[src/hdl/lrfp_pkg.sv]
`default_nettype none

package lrfp_pkg;

	localparam logic [7:0] HEAD_MEAS   = 8'hAA;
	localparam logic [7:0] HEAD_ERR    = 8'hEE;
	localparam logic [7:0] ZERO_BYTE   = 8'h00;
	localparam logic [7:0] CMD_BYTE    = 8'h22;

	localparam logic [7:0] IDX_HEAD       = 8'd0;
	localparam logic [7:0] IDX_ADDR       = 8'd1;
	localparam logic [7:0] IDX_ZERO       = 8'd2;
	localparam logic [7:0] IDX_CMD        = 8'd3;
	localparam logic [7:0] IDX_DIST_FIRST = 8'd6;
	localparam logic [7:0] IDX_DIST_LAST  = 8'd9;
	localparam logic [7:0] IDX_CODE_FIRST = 8'd6;
	localparam logic [7:0] IDX_CODE_LAST  = 8'd7;
	localparam logic [7:0] IDX_SAT        = 8'hFF;

	// Index of the final byte for the shortest frame and shortest measurement.
	localparam logic [7:0] IDX_MIN_LAST      = 8'd8;
	localparam logic [7:0] IDX_MEAS_MIN_LAST = 8'd12;

	localparam logic [7:0] MAX_LEN_RESET = 8'd64;

	typedef enum logic {
		REG_DEVICE_ADDRESS = 1'b0,
		REG_MAX_FRAME_LEN  = 1'b1
	} cfg_reg_t;

	typedef struct packed {
		logic        ok;
		logic        err;
		logic [31:0] distance;
		logic [15:0] code;
	} verdict_t;

endpackage

`default_nettype wire

[src/hdl/laser_range_frame_parser_top.sv]
// Parses laser range sensor reply frames presented one byte per transaction, with last_byte
// marking the final byte, and returns one result transaction per frame. Each byte is taken
// into an input register and checked against the per-frame state when it leaves that register,
// so a byte can be accepted every clock unless the input stalls, and the result is loaded into
// the result register as the final byte leaves the input register. The input stalls only while
// a final byte waits behind a result that has not been taken from the result register.
// Accepted frames update the kept distance or error code and the frame counter; the result
// outputs other than frame_ok always show the kept values. Write the configuration registers only while idle.
`default_nettype none

module laser_range_frame_parser_top (
	input  wire logic        clk,
	input  wire logic        arst_n,
	input  wire logic        in_valid,
	output logic             in_ready,
	input  wire logic [7:0]  rx_byte,
	input  wire logic        last_byte,
	output logic             out_valid,
	input  wire logic        out_ready,
	output logic             frame_ok,
	output logic             error_kept,
	output logic             result_valid,
	output logic signed [31:0] meas_distance,
	output logic [15:0]      error_code,
	output logic [31:0]      good_count,
	input  wire logic        cfg_wr_en,
	input  wire logic        cfg_index,
	input  wire logic [7:0]  cfg_data
);
	import lrfp_pkg::*;

	logic [7:0] dev_addr_val_q;
	logic [7:0] max_len_q;

	logic       valid_s1;
	logic [7:0] data_s1;
	logic       last_s1;
	logic       advance;
	logic       load_out;

	logic        out_valid_q;
	logic        frame_ok_q;
	logic        is_error_q;
	logic        result_valid_q;
	logic [31:0] distance_q;
	logic [15:0] code_q;
	logic [31:0] count_q;

	verdict_t verdict;

	always_ff @(posedge clk or negedge arst_n) begin
		if (!arst_n) begin
			dev_addr_val_q <= '0;
			max_len_q      <= MAX_LEN_RESET;
		end else if (cfg_wr_en) begin
			unique case (cfg_reg_t'(cfg_index))
				REG_DEVICE_ADDRESS: dev_addr_val_q <= cfg_data;
				REG_MAX_FRAME_LEN:  max_len_q      <= cfg_data;
				default: begin
				end
			endcase
		end
	end

	assign advance  = valid_s1 && (!last_s1 || !out_valid_q || out_ready);
	assign load_out = advance && last_s1;
	assign in_ready = !valid_s1 || advance;

	always_ff @(posedge clk or negedge arst_n) begin
		if (!arst_n) begin
			valid_s1 <= 1'b0;
		end else if (in_ready) begin
			valid_s1 <= in_valid;
		end
	end

	always_ff @(posedge clk) begin
		if (in_ready && in_valid) begin
			data_s1 <= rx_byte;
			last_s1 <= last_byte;
		end
	end

	lrfp_frame_track u_track (
		.clk      (clk),
		.arst_n   (arst_n),
		.step     (advance),
		.data     (data_s1),
		.last     (last_s1),
		.dev_addr (dev_addr_val_q),
		.max_len  (max_len_q),
		.verdict  (verdict)
	);

	always_ff @(posedge clk or negedge arst_n) begin
		if (!arst_n) begin
			out_valid_q    <= 1'b0;
			frame_ok_q     <= 1'b0;
			is_error_q     <= 1'b0;
			result_valid_q <= 1'b0;
			distance_q     <= '0;
			code_q         <= '0;
			count_q        <= '0;
		end else begin
			if (load_out) begin
				out_valid_q <= 1'b1;
			end else if (out_ready) begin
				out_valid_q <= 1'b0;
			end
			if (load_out) begin
				frame_ok_q <= verdict.ok;
				if (verdict.ok) begin
					is_error_q     <= verdict.err;
					result_valid_q <= 1'b1;
					distance_q     <= verdict.distance;
					code_q         <= verdict.code;
					count_q        <= count_q + 32'd1;
				end
			end
		end
	end

	assign out_valid     = out_valid_q;
	assign frame_ok      = frame_ok_q;
	assign error_kept    = is_error_q;
	assign result_valid  = result_valid_q;
	assign meas_distance = distance_q;
	assign error_code    = code_q;
	assign good_count    = count_q;

	a_count_step: assert property (@(posedge clk) disable iff (!arst_n)
		(load_out && verdict.ok) |=> count_q == $past(count_q) + 32'd1)
		else $error("frame counter did not advance on an accepted frame");

	a_count_hold: assert property (@(posedge clk) disable iff (!arst_n)
		!(load_out && verdict.ok) |=> count_q == $past(count_q))
		else $error("frame counter changed without an accepted frame");

	a_error_fields: assert property (@(posedge clk) disable iff (!arst_n)
		is_error_q |-> distance_q == 32'd0)
		else $error("error result carries a distance");

	a_meas_fields: assert property (@(posedge clk) disable iff (!arst_n)
		!is_error_q |-> code_q == 16'd0)
		else $error("measurement result carries an error code");

	a_no_result: assert property (@(posedge clk) disable iff (!arst_n)
		!result_valid_q |-> (count_q == 32'd0 && distance_q == 32'd0 && !is_error_q))
		else $error("kept result present before any accepted frame");

endmodule

`default_nettype wire

[src/hdl/lrfp_frame_track.sv]
`default_nettype none

module lrfp_frame_track (
	input  wire logic              clk,
	input  wire logic              arst_n,
	input  wire logic              step,
	input  wire logic [7:0]        data,
	input  wire logic              last,
	input  wire logic [7:0]        dev_addr,
	input  wire logic [7:0]        max_len,
	output lrfp_pkg::verdict_t     verdict
);
	import lrfp_pkg::*;

	logic [7:0]  idx_q;
	logic [7:0]  sum_q;
	logic        hdr_q;
	logic        err_q;
	logic [31:0] dist_q;
	logic [15:0] code_q;

	logic        hdr_nxt;
	logic        err_nxt;
	logic [31:0] dist_nxt;
	logic [15:0] code_nxt;
	logic        len_ok;

	always_comb begin
		hdr_nxt  = hdr_q;
		err_nxt  = err_q;
		dist_nxt = dist_q;
		code_nxt = code_q;
		unique case (idx_q)
			IDX_HEAD: begin
				err_nxt = (data == HEAD_ERR);
				hdr_nxt = (data == HEAD_MEAS);
			end
			IDX_ADDR: begin
				if (data != dev_addr) hdr_nxt = 1'b0;
			end
			IDX_ZERO: begin
				if (data != ZERO_BYTE) hdr_nxt = 1'b0;
			end
			IDX_CMD: begin
				if (data != CMD_BYTE) hdr_nxt = 1'b0;
			end
			default: begin
			end
		endcase
		if (idx_q >= IDX_DIST_FIRST && idx_q <= IDX_DIST_LAST) begin
			dist_nxt = {dist_q[23:0], data};
		end
		if (idx_q >= IDX_CODE_FIRST && idx_q <= IDX_CODE_LAST) begin
			code_nxt = {code_q[7:0], data};
		end
	end

	always_comb begin
		len_ok = (idx_q != IDX_SAT) && (idx_q >= IDX_MIN_LAST) && (idx_q < max_len);
		verdict = '0;
		if (len_ok && err_nxt) begin
			verdict.ok   = 1'b1;
			verdict.err  = 1'b1;
			verdict.code = code_nxt;
		end else if (len_ok && hdr_nxt && idx_q >= IDX_MEAS_MIN_LAST && sum_q == data) begin
			verdict.ok       = 1'b1;
			verdict.distance = dist_nxt;
		end
	end

	always_ff @(posedge clk or negedge arst_n) begin
		if (!arst_n) begin
			idx_q  <= '0;
			sum_q  <= '0;
			hdr_q  <= 1'b1;
			err_q  <= 1'b0;
			dist_q <= '0;
			code_q <= '0;
		end else if (step) begin
			if (last) begin
				idx_q  <= '0;
				sum_q  <= '0;
				hdr_q  <= 1'b1;
				err_q  <= 1'b0;
				dist_q <= '0;
				code_q <= '0;
			end else begin
				hdr_q  <= hdr_nxt;
				err_q  <= err_nxt;
				dist_q <= dist_nxt;
				code_q <= code_nxt;
				if (idx_q != IDX_HEAD) sum_q <= sum_q + data;
				if (idx_q != IDX_SAT) idx_q <= idx_q + 8'd1;
			end
		end
	end

endmodule

`default_nettype wire

[config.mk]
export PLATFORM = sky130hd
export DESIGN_NAME = laser_range_frame_parser_top
export DESIGN_NICKNAME = d
export VERILOG_FILES = /design/src/hdl/lrfp_pkg.sv /design/src/hdl/laser_range_frame_parser_top.sv /design/src/hdl/lrfp_frame_track.sv
export SDC_FILE = /design/constraint.sdc
export NUM_CORES = 1
export LEC_CHECK = 0
export ABC_AREA = 1
export BUFFER_PORTS_ARGS = -buffer_cell sky130_fd_sc_hd__buf_2
export CORE_ASPECT_RATIO = 1.2
export CORE_MARGIN = 1.5
export CORE_UTILIZATION = 45
export CTS_CLUSTER_DIAMETER = 120
export DETAILED_ROUTE_END_ITERATION = 10
export MAX_ROUTING_LAYER = met4
export SYNTH_ARGS = -nofsm -noshare
export SYNTH_HDL_FRONTEND = slang
export SYNTH_SLANG_ARGS = --single-unit
[constraint.sdc]
create_clock -name clk -period 2.45 [get_ports clk]
set_input_delay 0.49 -clock clk [delete_from_list [all_inputs] [get_ports clk]]
set_output_delay 0.49 -clock clk [all_outputs]
set_load 0.01 [all_outputs]
# Yosys cells after proc, flatten, opt, wreduce, memory -nomap -nowiden

Cells that the tools add are included.

Add/sub/neg operators: 3
Multipliers: 0
Divide/modulo/power cells: 0
$lt $le $gt $ge: 6
Equality and inequality tests: 9
Shift-type cells: 0
Muxes and demuxes: 23
Bitwise logic cells: 1
Reductions and logical operators: 28

Operator list:

| operator                | count |
|---|---|
| $mux W32                | 4 |
| $mux W16                | 3 |
| $add A32 B1 Y32 const B | 1 |
| $mux W8                 | 4 |
| $eq A8 B2 Y1 const B    | 2 |
| $eq A8 B8 Y1 const B    | 2 |
| $ge A8 B4 Y1 const B    | 2 |
| $reduce_bool A8 Y1      | 2 |
| $logic_and A1 B1 Y1     | 11 |
| $mux W1                 | 11 |
| $reduce_and A2 Y1       | 5 |
| $add A8 B1 Y8 const B   | 1 |
| $add A8 B8 Y8           | 1 |
| $eq A8 B1 Y1 const B    | 1 |
| $eq A8 B8 Y1            | 1 |
| $ge A8 B3 Y1 const B    | 1 |
| $le A8 B3 Y1 const B    | 1 |
| $le A8 B4 Y1 const B    | 1 |
| $logic_not A8 Y1        | 1 |
| $lt A8 B8 Y1            | 1 |
| $ne A8 B6 Y1 const B    | 1 |
| $ne A8 B8 Y1            | 1 |
| $ne A8 B8 Y1 const B    | 1 |
| $reduce_bool A2 Y1      | 3 |
| other kinds (4)         | 8 |

Flip-flop bits (word level): 176
Latch bits: 0
RAM bits: 0
Memory bits (read-only): 0
Input bits: 23
Word-level logic and storage cells: 88
Memories: 0

# Logic depth before layout (Yosys ltp)

Gate-level depths: netlist of run 1.

Word-level depth: 9
Gate-level depth with buffers: 15

# By module

From an unflattened synthesis of run 1, not the netlist that was laid out.

Cell total of the unflattened synthesis: 1,074
Area total of the unflattened synthesis: 8,733.4 um^2

By module, submodules not included:

| module                       | times used | cells each | area each (um^2) | seq. area each (um^2) |
|---|---|---|---|---|
| laser_range_frame_parser_top | 1          | 519        | 4,595.7          | 2,798.9 |
| lrfp_frame_track             | 1          | 555        | 4,137.7          | 1,652.8 |

# Worst setup path after synthesis of run 1

OpenSTA, ideal clock, no wires.

Path type: register to register
Start: register data_s1[3]
End: register count_q[25], in the netlist good_count[25]
Setup time: 0.117 ns
Data arrival time: 1.845 ns
Data required time: 2.333 ns
Path slack: 0.488 ns
Cell stages (with the launch flop): 12
Period minus slack after synthesis: 1.962 ns
Path through: edfxtp_1 ha_1 nor3_1 nand4_1 nor2_1 nand2_1 nor2_2 nand2_4 buf_6 buf_6 nand3_1 nand2_1

Cells in the longest elaborated chain, start to end: 9

RTL lines:

| what                                       | RTL line                                                               | RTL |
|---|---|---|
| start, declared                            | laser_range_frame_parser_top.sv:36                                     | `logic [7:0] data_s1;` |
| start signal, assigned                     | laser_range_frame_parser_top.sv:79                                     | `data_s1 <= rx_byte;` |
| $ne A8 B6 Y1, or another cell as far along | lrfp_frame_track.sv:45                                                 | `if (data != CMD_BYTE) hdr_nxt = 1'b0;` |
| $mux W1 (on tied branches)                 | lrfp_frame_track.sv:45, lrfp_frame_track.sv:39, lrfp_frame_track.sv:42 |  |
| $pmux W1 S4                                | lrfp_frame_track.sv:33                                                 | `unique case (idx_q)` |
| $logic_and A1 B1 Y1 (3 in a row)           | lrfp_frame_track.sv:65                                                 | `end else if (len_ok && hdr_nxt && idx_q >= IDX_MEAS_MIN_LAST && sum_q == data) begin` |
| $mux W1                                    | lrfp_frame_track.sv:65                                                 |  |
| $mux W1 *                                  | lrfp_frame_track.sv:61                                                 | `if (len_ok && err_nxt) begin` |
| $reduce_and A2 Y1 (no line) *              | --                                                                     |  |
| end signal, assigned                       | laser_range_frame_parser_top.sv:117                                    | `count_q <= count_q + 32'd1;` |
| end, declared                              | laser_range_frame_parser_top.sv:47                                     | `logic [31:0] count_q;` |

Mark *: on every way between the ends. The rest lies on a longest branch, timed or not.
A chain may end at the register's enable or synchronous reset.

# Worst setup path after layout of run 1

Start: register u_track.idx_q[1]
End: register count_q[3], in the netlist good_count[3]

Cells in the longest elaborated chain, start to end: 9

RTL lines:

| what                                                | RTL line               | RTL |
|---|---|---|
| start, declared                                     | lrfp_frame_track.sv:15 | `logic [7:0] idx_q;` |
| start signal, assigned                              | lrfp_frame_track.sv:93 | `if (idx_q != IDX_SAT) idx_q <= idx_q + 8'd1;` |
| $ge A8 B4 Y1 / $ne A8 B8 Y1 (equally long branches) | lrfp_frame_track.sv:59 | `len_ok = (idx_q != IDX_SAT) && (idx_q >= IDX_MIN_LAST) && (idx_q < max_len);` |
| $logic_and A1 B1 Y1 (2 in a row)                    | lrfp_frame_track.sv:59 |  |
| $logic_and A1 B1 Y1 (3 in a row)                    | lrfp_frame_track.sv:65 |  |
| $mux W1                                             | lrfp_frame_track.sv:65 |  |
| $mux W1 *                                           | lrfp_frame_track.sv:61 |  |
| $reduce_and A2 Y1 (no line) *                       | --                     |  |

Marked as above.

==> results of run 1 <==
==> flip-flops by register name, summed over array words and instances, names as in the netlist <==
signal and cells:
good_count 32, meas_distance 32, u_track.dist_q 32, error_code 16
u_track.code_q 16, data_s1 8, dev_addr_val_q 8, max_len_q 8
u_track.idx_q 8, u_track.sum_q 8, error_kept 1, frame_ok 1
last_s1 1, out_valid 1, result_valid 1, u_track.err_q 1
u_track.hdr_q 1, valid_s1 1
==> worst max-delay path: stages, from the launching register on <==
cell,delay [ns]
dfrtp_1,0.45
inv_1,0.12
ha_1,0.21
or2_2,0.31
nor2_1,0.12
nor2_1,0.05
nand2_1,0.06
inv_1,0.03
o21ai_1,0.09
nand2_1,0.08
nand2_2,0.12
nand2_4,0.08
buf_12,0.19
nand3_1,0.11
nand2_1,0.06
==> Yosys cell counts (all sizes together) (16+ instances only) <==
cell | count | area share
buf | 41 | 0.029
clkbuf | 16 | 0.0065
dfrtp | 165 | 0.45
ha | 19 | 0.026
inv | 118 | 0.048
nand2 | 305 | 0.13
nand3 | 100 | 0.056
nand4 | 49 | 0.033
nor2 | 84 | 0.036
o21ai | 83 | 0.045
o22ai | 47 | 0.032
or2 | 17 | 0.012
xnor2 | 18 | 0.017
xor2 | 19 | 0.018
==> power breakdown <==
part	switching (W)	internal [W]	total [W]	leakage (nW)
logic	0.000813	0.000474	0.00129	2.83
registers	0.000159	0.00316	0.00332	2.37
clock network	0.00125	0.00151	0.00277	0.299
total	0.00222	0.00515	0.00737	5.50
==> final timing paths <==
check / endpoint / startpoint / cells past startpoint
max: good_count[3] / u_track.idx_q[1] / 14
min: data_s1[7] / rx_byte[7] / 1
max reg2reg: good_count[3] / u_track.idx_q[1] / 14
min reg2reg: result_valid / result_valid / 1
max in group asynchronous: u_track.hdr_q / arst_n / 3
min in group asynchronous: good_count[27] / arst_n / 2
==> routing by layer <==
metal  share of wire  GRT usage
met1            0.45      0.326
met2            0.50      0.389
met3           0.039     0.0343
met4           0.017     0.0682
met5               0          -
==> stage by stage <==
stage	area [um2]	utilization	hold WS [ns]	std cells
final	10700	0.529	0.224	1516
after CTS	10700	0.529	0.210	1516
after detailed placement	10100	0.500	0.456	1483
after floorplan	9230	-	0.194	1138
after global routing	10700	0.529	0.203	1516
after global placement	10100	0.500	0.453	1483
==> kinds of logic (layout without fill, tap and decap cells) <==
group           after synthesis  after routing  synth area share
simple gates                579            579             0.279
flops                       176            176             0.482
buf+inv                     175            288            0.0838
compound gates              151            151            0.0922
xor+xnor                     37             37            0.0351
fa+ha+maj                    20             20            0.0279
==> cell type report <==
cell class	count	area (um2)
clock buffer	19	464
clock inverter	13	124
fill	1930	9500
inverter	118	443
multi-input combinational	787	4000
sequential	176	4450
tap	265	332
timing repair buffer	138	865
==> summary.txt, run 1 <==
Status = finished, final reports clean
DR iter-0 viols = 707
Async SR Flop Fraction = 0.949
Total power = 0.00737 W
Starting Density = 0.457
Layout area overhead = 15.8%
TritonRoute pass-1 iters = 5
Post-CTS Setup Inserts = 0
Period utilization = 0.917
RSZ-0062 raised after global routing = no
Die W = 134 um
Die footprint = 21400 um2
Sum Neg Setup Slack = 0 ns
Pwr Density = 690 nW/um2
Post-route minimum period = 2.25 ns
Core area = 20200 um2
Antenna Nets Post-Route = 0
Synthesized instance count = 1138
Worst slew pin tran = 0.559 ns
Mapped Nets = 1181
Post-synth EDFFs = 9
Max Clk Rate = 0.445 GHz
Max-cap violations = 0
Htree depth = 4
Crit start category = flip-flop
Hold Crit Class = in -> reg
Initial antenna violation count = 0
Site row count = 57
Synth Area per Inst = 8.11 um2
Yosys warns = 0
Distinct cells, synth = 43
Crit end category = flip-flop
CTS tree = built
Setup CP Type = reg -> reg
CP arrival = 2.57 ns
Leak Pwr = 5.50 nW
DRC = 0
Average wire per standard cell = 16.0 um
# nets final = 1281
Fin. Hold Viols = 0
N_diodes = 0
Clk pin slew, worst setup/hold paths = 0.07 ns
Total congestion overflow = 0
Sequential fraction of the synthesis area = 0.482
PnR worst setup slack = 0.205 ns
R2R setup slack = 0.20 ns
CTS sink cnt = 176
Dpl ws = 0.249 ns
Vias per cell = 5.24
Worst EP required = 2.77 ns
Total GRT Usage = 0.244
Clk buf depth = 2
Clock buffer count from CTS = 17
Largest net degree at the start of global routing = 65
Crit Path Max Fanout = 62
Hold buffer count at CTS = 1
Skew final = 0.00801 ns
Slew headroom = 0.626
DP HPWL = 17300 um
Syn Std Cell Area = 9230 um2
Main synth FF type = dfrtp_1
# IOs = 108
#FFs+latches synth = 176
Commonest non-fill, non-tap cells in the layout = 298 x nand2_1, 165 x dfrtp_1, 113 x inv_1
Final setup vio count = 0
WL final = 24300 um
Layout cells sized above 1 = 0.157
CTS resizes = 0
Via count = 7940
Routability congestion estimate = 0.936
CTS root buf = clkbuf_16
Slew Viols, Final = 0
First-pass GRT wire length = 40200 um
Maximum ir drop on the vdd rail = 468 uV
Commonest non-fill, non-tap cell in the layout = nand2_1
Clock latency on the worst-skew pair = 0.44 ns
IO buf count = 107
Height of the die = 160 um
Vias in the first global route = 7561
Power figures use the tool's default switching activity.
==> run 2: changes to the inputs <==
--- a/config.mk
+++ b/config.mk
@@ -10,6 +10,7 @@
 export CORE_ASPECT_RATIO = 1.2
 export CORE_MARGIN = 1.5
 export CORE_UTILIZATION = 45
+export CTS_BUF_LIST = sky130_fd_sc_hd__clkbuf_8
 export CTS_CLUSTER_DIAMETER = 120
 export DETAILED_ROUTE_END_ITERATION = 10
 export MAX_ROUTING_LAYER = met4
==> run 2 against run 1 <==
Net effect: combinational power about the same; non-clock buffer count did not move; critical path depth unchanged; setup slack better by 0.0062 ns; clock power is 23% lower; register-to-register slack hardly changed; critical endpoint unchanged; highest routed layer unchanged.
==> summary.txt, run 2 (synthesized netlist as in run 1, its figures left out) <==
Status = finished, final reports clean
Commonest non-fill, non-tap cells in the layout = 298 x nand2_1, 165 x dfrtp_1, 113 x inv_1
CP arrival = 2.60 ns
Layout cells sized above 1 = 0.157
GR Util met3 = 0.0327
Leak Pwr = 5.41 nW
Core area = 20200 um2
DR iter-0 viols = 619
Int Pwr = 0.00459 W
Sum Neg Setup Slack = 0 ns
Crit Path Max Fanout = 62
Filler Cell Count = 1959
Die footprint = 21400 um2
Pwr Density = 641 nW/um2
CTS tree = built
CTS sink cnt = 176
Layout area overhead = 13.7%
Initial antenna violation count = 0
Max-cap violations = 0
Crit start category = flip-flop
Terminus of the critical flop-to-flop path = good_count[3]
Clock latency on the worst-skew pair = 0.48 ns
Setup CP Type = reg -> reg
N_diodes = 0
FF-to-FF path depth = 14
Slew headroom = 0.620
# IOs = 108
CTS resizes = 0
Commonest non-fill, non-tap cell in the layout = nand2_1
Sw power = 0.00213 W
Starting Density = 0.457
Routing usage on met2 = 0.391
Hold worst-path end = data_s1[3]
WL final = 24200 um
DRC = 0
Crit path top cell by count = nand2_1
Fin util = 0.520
Hold Crit Class = in -> reg
Clock buffer count from CTS = 17
Hold depth = 1
Reg2reg start = u_track.idx_q[1]
Total GRT Usage = 0.243
Critical path's largest stage delay = 0.45 ns
CTS root buf = clkbuf_8
Routability congestion estimate = 0.936
Crit end category = flip-flop
RSZ-0062 raised after global routing = no
Total congestion overflow = 0
Clk buf depth = 2
Die W = 134 um
Most Used Layer, Global Route = met2
Slew Viols, Final = 0
Fin. Hold Viols = 0
R2R setup slack = 0.21 ns
Worst EP required = 2.81 ns
IO buf count = 107
Hold Startpoint = rx_byte[3]
Register area = 4450 um2
Vias in the first global route = 7524
Via count = 7896
Htree depth = 4
First-pass GRT wire length = 40100 um
Worst slew pin tran = 0.568 ns
Switch share = 0.317
Largest net degree at the start of global routing = 65
Skew final = 0.0170 ns
Clk pwr share = 0.315
Maximum ir drop on the vdd rail = 458 uV
Slowest-stage cell, CP = dfrtp_1
Comb pwr share = 0.192
Reg power frac = 0.493
Max Clk Rate = 0.447 GHz
# nets final = 1281
Post-route minimum period = 2.24 ns
Site row count = 57
TritonRoute pass-1 iters = 5
Crit path cell chain = inv_1 > ha_1 > or2_2 > nor2_1 > nor2_1 > nand2_1 > inv_1 > o21ai_1 > nand2_1 > nand2_2 > nand2_4 > buf_12 > nand3_1 > nand2_1
GR met1 Demand/Resource = 0.324
Antenna Nets Post-Route = 0
Clk pin slew, worst setup/hold paths = 0.10 ns
DP HPWL = 17300 um
Height of the die = 160 um
Multi-input combinational cell area = 4000 um2
Final setup vio count = 0
Vias per cell = 5.21
Average wire per standard cell = 16.0 um
Period utilization = 0.914
[run 2: cell types whose count changed in the layout (fill, tap and decap cells not counted), sizes merged]
cell    previous run  this run
bufinv             1         2
clkbuf            19        18
[run 2: routing by layer]
layer,wire length [um],share of wire
met5,0,0
met4,329,0.014
met3,830,0.034
met2,12000,0.49
met1,11100,0.46
[run 2: layout make-up]
class | instances | share of cell area
flip-flops and latches | 176 | 0.424
multi-input cells | 787 | 0.381
repair buffers | 138 | 0.0824
inverters | 118 | 0.0422
well taps | 265 | 0.0316
clock buffers | 18 | 0.0236
clock inverters | 14 | 0.0147
[run 2: worst max-delay path by stage]
stage,from,endpoint,cells after the start
2_1_floorplan,data_s1[3],good_count[25],11
3_3_place_gp,u_track.idx_q[0],error_code[5],9
3_5_place_dp,u_track.idx_q[1],good_count[25],15
4_1_cts,u_track.idx_q[1],good_count[25],15
5_1_grt,data_s1[3],good_count[25],11
6_report,u_track.idx_q[1],good_count[3],14
[run 2: repair_timing]
item,4_1_cts,5_1_grt
hold endpoints to repair,42,0
buffers inserted,0,0
hold buffers,1,0
[run 2: per-stage QoR]
| step | power (W) | hold slack [ns] | instances | cell area, um2 | setup WS (ns) |
|---|---|---|---|---|---|
| 2_1_floorplan | 0.00421 | 0.194 | 1138 | 9230 | 0.488 |
| 3_3_place_gp | 0.00464 | 0.453 | 1483 | 10100 | 0.279 |
| 3_5_place_dp | 0.00466 | 0.456 | 1483 | 10100 | 0.249 |
| 4_1_cts | 0.00679 | 0.150 | 1516 | 10500 | 0.228 |
| 5_1_grt | 0.00708 | 0.151 | 1516 | 10500 | 0.0681 |
| 6_report | 0.00672 | 0.189 | 1516 | 10500 | 0.211 |
[run 2: worst max-delay path: cells and delay by family (launching register included)]
kind,cells,cell delay (ns)
AOI/OAI and AO/OA,1,0.09
DFF,1,0.45
buffers and inverters,3,0.34
adders and majority gates,1,0.21
and+or+nand+nor,9,0.99
[run 2: power by group through the flow]
| stage | combinational [W] | sequential [W] | clock [W] |
|---|---|---|---|
| after floorplan | 0.000859 | 0.00335 | 0 |
| after global placement | 0.00127 | 0.00337 | 0 |
| after detailed placement | 0.00129 | 0.00337 | 0 |
| after CTS | 0.00130 | 0.00332 | 0.00218 |
| after global routing | 0.00146 | 0.00334 | 0.00227 |
| final | 0.00129 | 0.00331 | 0.00212 |
==> run 3: changes to the inputs <==
--- a/config.mk
+++ b/config.mk
@@ -9,11 +9,13 @@
 export BUFFER_PORTS_ARGS = -buffer_cell sky130_fd_sc_hd__buf_2
 export CORE_ASPECT_RATIO = 1.2
 export CORE_MARGIN = 1.5
-export CORE_UTILIZATION = 45
+export CORE_UTILIZATION = 55
 export CTS_BUF_LIST = sky130_fd_sc_hd__clkbuf_8
 export CTS_CLUSTER_DIAMETER = 120
 export DETAILED_ROUTE_END_ITERATION = 10
 export MAX_ROUTING_LAYER = met4
+export PLACE_DENSITY = 0.76
 export SYNTH_ARGS = -nofsm -noshare
 export SYNTH_HDL_FRONTEND = slang
 export SYNTH_SLANG_ARGS = --single-unit
+export TNS_END_PERCENT = 1
==> run 3 against run 2 <==
Net effect: combinational power is essentially flat; clock skew barely moved; sequential cell count did not move; clock power shrank 12%; clock-buffer cell count is 4 higher; critical path depth is 3 lower; via count up 1.6%; die area fell by 18%; final cell count shrank 3.6%; sequential share of layout area increased by 0.29 points; largest power group unchanged.
==> summary.txt, run 3 (synthesized netlist as in run 1, its figures left out) <==
Routability congestion estimate = 0.981
Starting Density = 0.565
DR iter-0 viols = 704
Hold Crit Class = in -> reg
Clk buf depth = 2
Total congestion overflow = 0
Leak Pwr = 5.40 nW
Vias per cell = 5.49
N_diodes = 0
TritonRoute pass-1 iters = 5
Average wire per standard cell = 15.4 um
Sum Neg Setup Slack = 0 ns
Vias in the first global route = 7566
Period utilization = 0.943
DP HPWL = 16100 um
Final setup vio count = 0
CTS sink cnt = 176
CTS tree = built
Initial antenna violation count = 0
Crit end category = flip-flop
Die footprint = 17600 um2
# nets final = 1280
First-pass GRT wire length = 37100 um
Antenna Nets Post-Route = 0
Fin. Hold Viols = 0
Dpl ws = 0.172 ns
Maximum ir drop on the vdd rail = 522 uV
Status = finished, final reports clean
Pwr Density = 621 nW/um2
Skew final = 0.0171 ns
Multi-input combinational cell area = 4010 um2
Largest net degree at the start of global routing = 58
Clock buffer count from CTS = 17
Total GRT Usage = 0.277
Site row count = 51
Layout area overhead = 13.0%
Die W = 121 um
Crit start category = flip-flop
Crit Path Max Fanout = 32
Register area = 4450 um2
Layout cells sized above 1 = 0.154
# IOs = 108
Post-route minimum period = 2.31 ns
Commonest non-fill, non-tap cell in the layout = nand2_1
Worst EP required = 2.86 ns
Slew headroom = 0.624
Fin cells = 1462
Inst Count DP = 1429
Max-cap violations = 0
CTS root buf = clkbuf_8
Height of the die = 145 um
Htree depth = 4
WL final = 22500 um
IO buf count = 107
PnR worst setup slack = 0.141 ns
Max Clk Rate = 0.433 GHz
CP arrival = 2.71 ns
Core area = 16300 um2
DRC = 0
Commonest non-fill, non-tap cells in the layout = 298 x nand2_1, 164 x dfrtp_1, 116 x inv_1
Hold WS = 0.193 ns
Clk pin slew, worst setup/hold paths = 0.09 ns
Setup CP Type = reg -> reg
Post-CTS Setup Inserts = 0
Via count = 8024
RSZ-0062 raised after global routing = yes
Slew Viols, Final = 0
Worst slew pin tran = 0.565 ns
Filler Cell Count = 1485
Clock latency on the worst-skew pair = 0.47 ns
==> run 3: cell type report <==
type                            instances  area share
Inverter                              118      0.0425
Clock buffer                           22      0.0290
Multi-Input combinational cell        787       0.384
Sequential cell                       176       0.427
Timing Repair Buffer                  137      0.0858
Tap cell                              212      0.0254
Clock inverter                         10     0.00588
==> run 3: worst max-delay path: stages (launching register included) <==
cell,delay (ns)
edfxtp_1,0.52
ha_1,0.37
nor2_1,0.17
nand4_1,0.15
nor2_1,0.16
nand2_1,0.08
nor2_2,0.16
nand2_4,0.18
nand2_2,0.13
buf_12,0.19
nand2_1,0.08
nand2_1,0.07
==> run 3: timing repair <==
action,in CTS,in global routing
hold endpoints to repair,21,0
resized for setup,0,2
setup endpoints to repair,0,7
hold buffers,1,0
==> run 3: where the power goes <==
part | internal (W) | total, W | switching, W | leakage, nW
Combinational | 0.000487 | 0.00130 | 0.000811 | 2.85
Clock | 0.000827 | 0.00186 | 0.00103 | 0.191
Sequential | 0.00316 | 0.00332 | 0.000159 | 2.36
Total | 0.00447 | 0.00647 | 0.00200 | 5.40
==> run 3: worst paths after layout <==
check	cells past startpoint	startpoint	slack (ns)	endpoint
max	11	data_s1[2]	0.14	good_count[2]
min	1	rx_byte[2]	0.19	data_s1[2]
max reg2reg	11	data_s1[2]	0.14	good_count[2]
min reg2reg	1	result_valid	0.47	result_valid
max in group asynchronous	3	arst_n	1.16	u_track.hdr_q
min in group asynchronous	2	arst_n	0.55	error_code[9]
==> run 3: routing by layer <==
layer | vias up | wire length [um] | GRT usage
met5 | - | 0 | -
met4 | 0 | 398 | 0.0842
met3 | 37 | 986 | 0.0458
met1 | 3813 | 9690 | 0.345
met2 | 222 | 11500 | 0.470
li1 | 3952 | - | -
==> run 3: metrics by stage <==
step,utilization,total power (W),cell area [um2]
finish,0.638,0.00647,10400
global placement,0.615,0.00462,10000
detailed placement,0.615,0.00465,10000
floorplan,-,0.00421,9230
CTS,0.638,0.00648,10400
global route,0.638,0.00682,10400
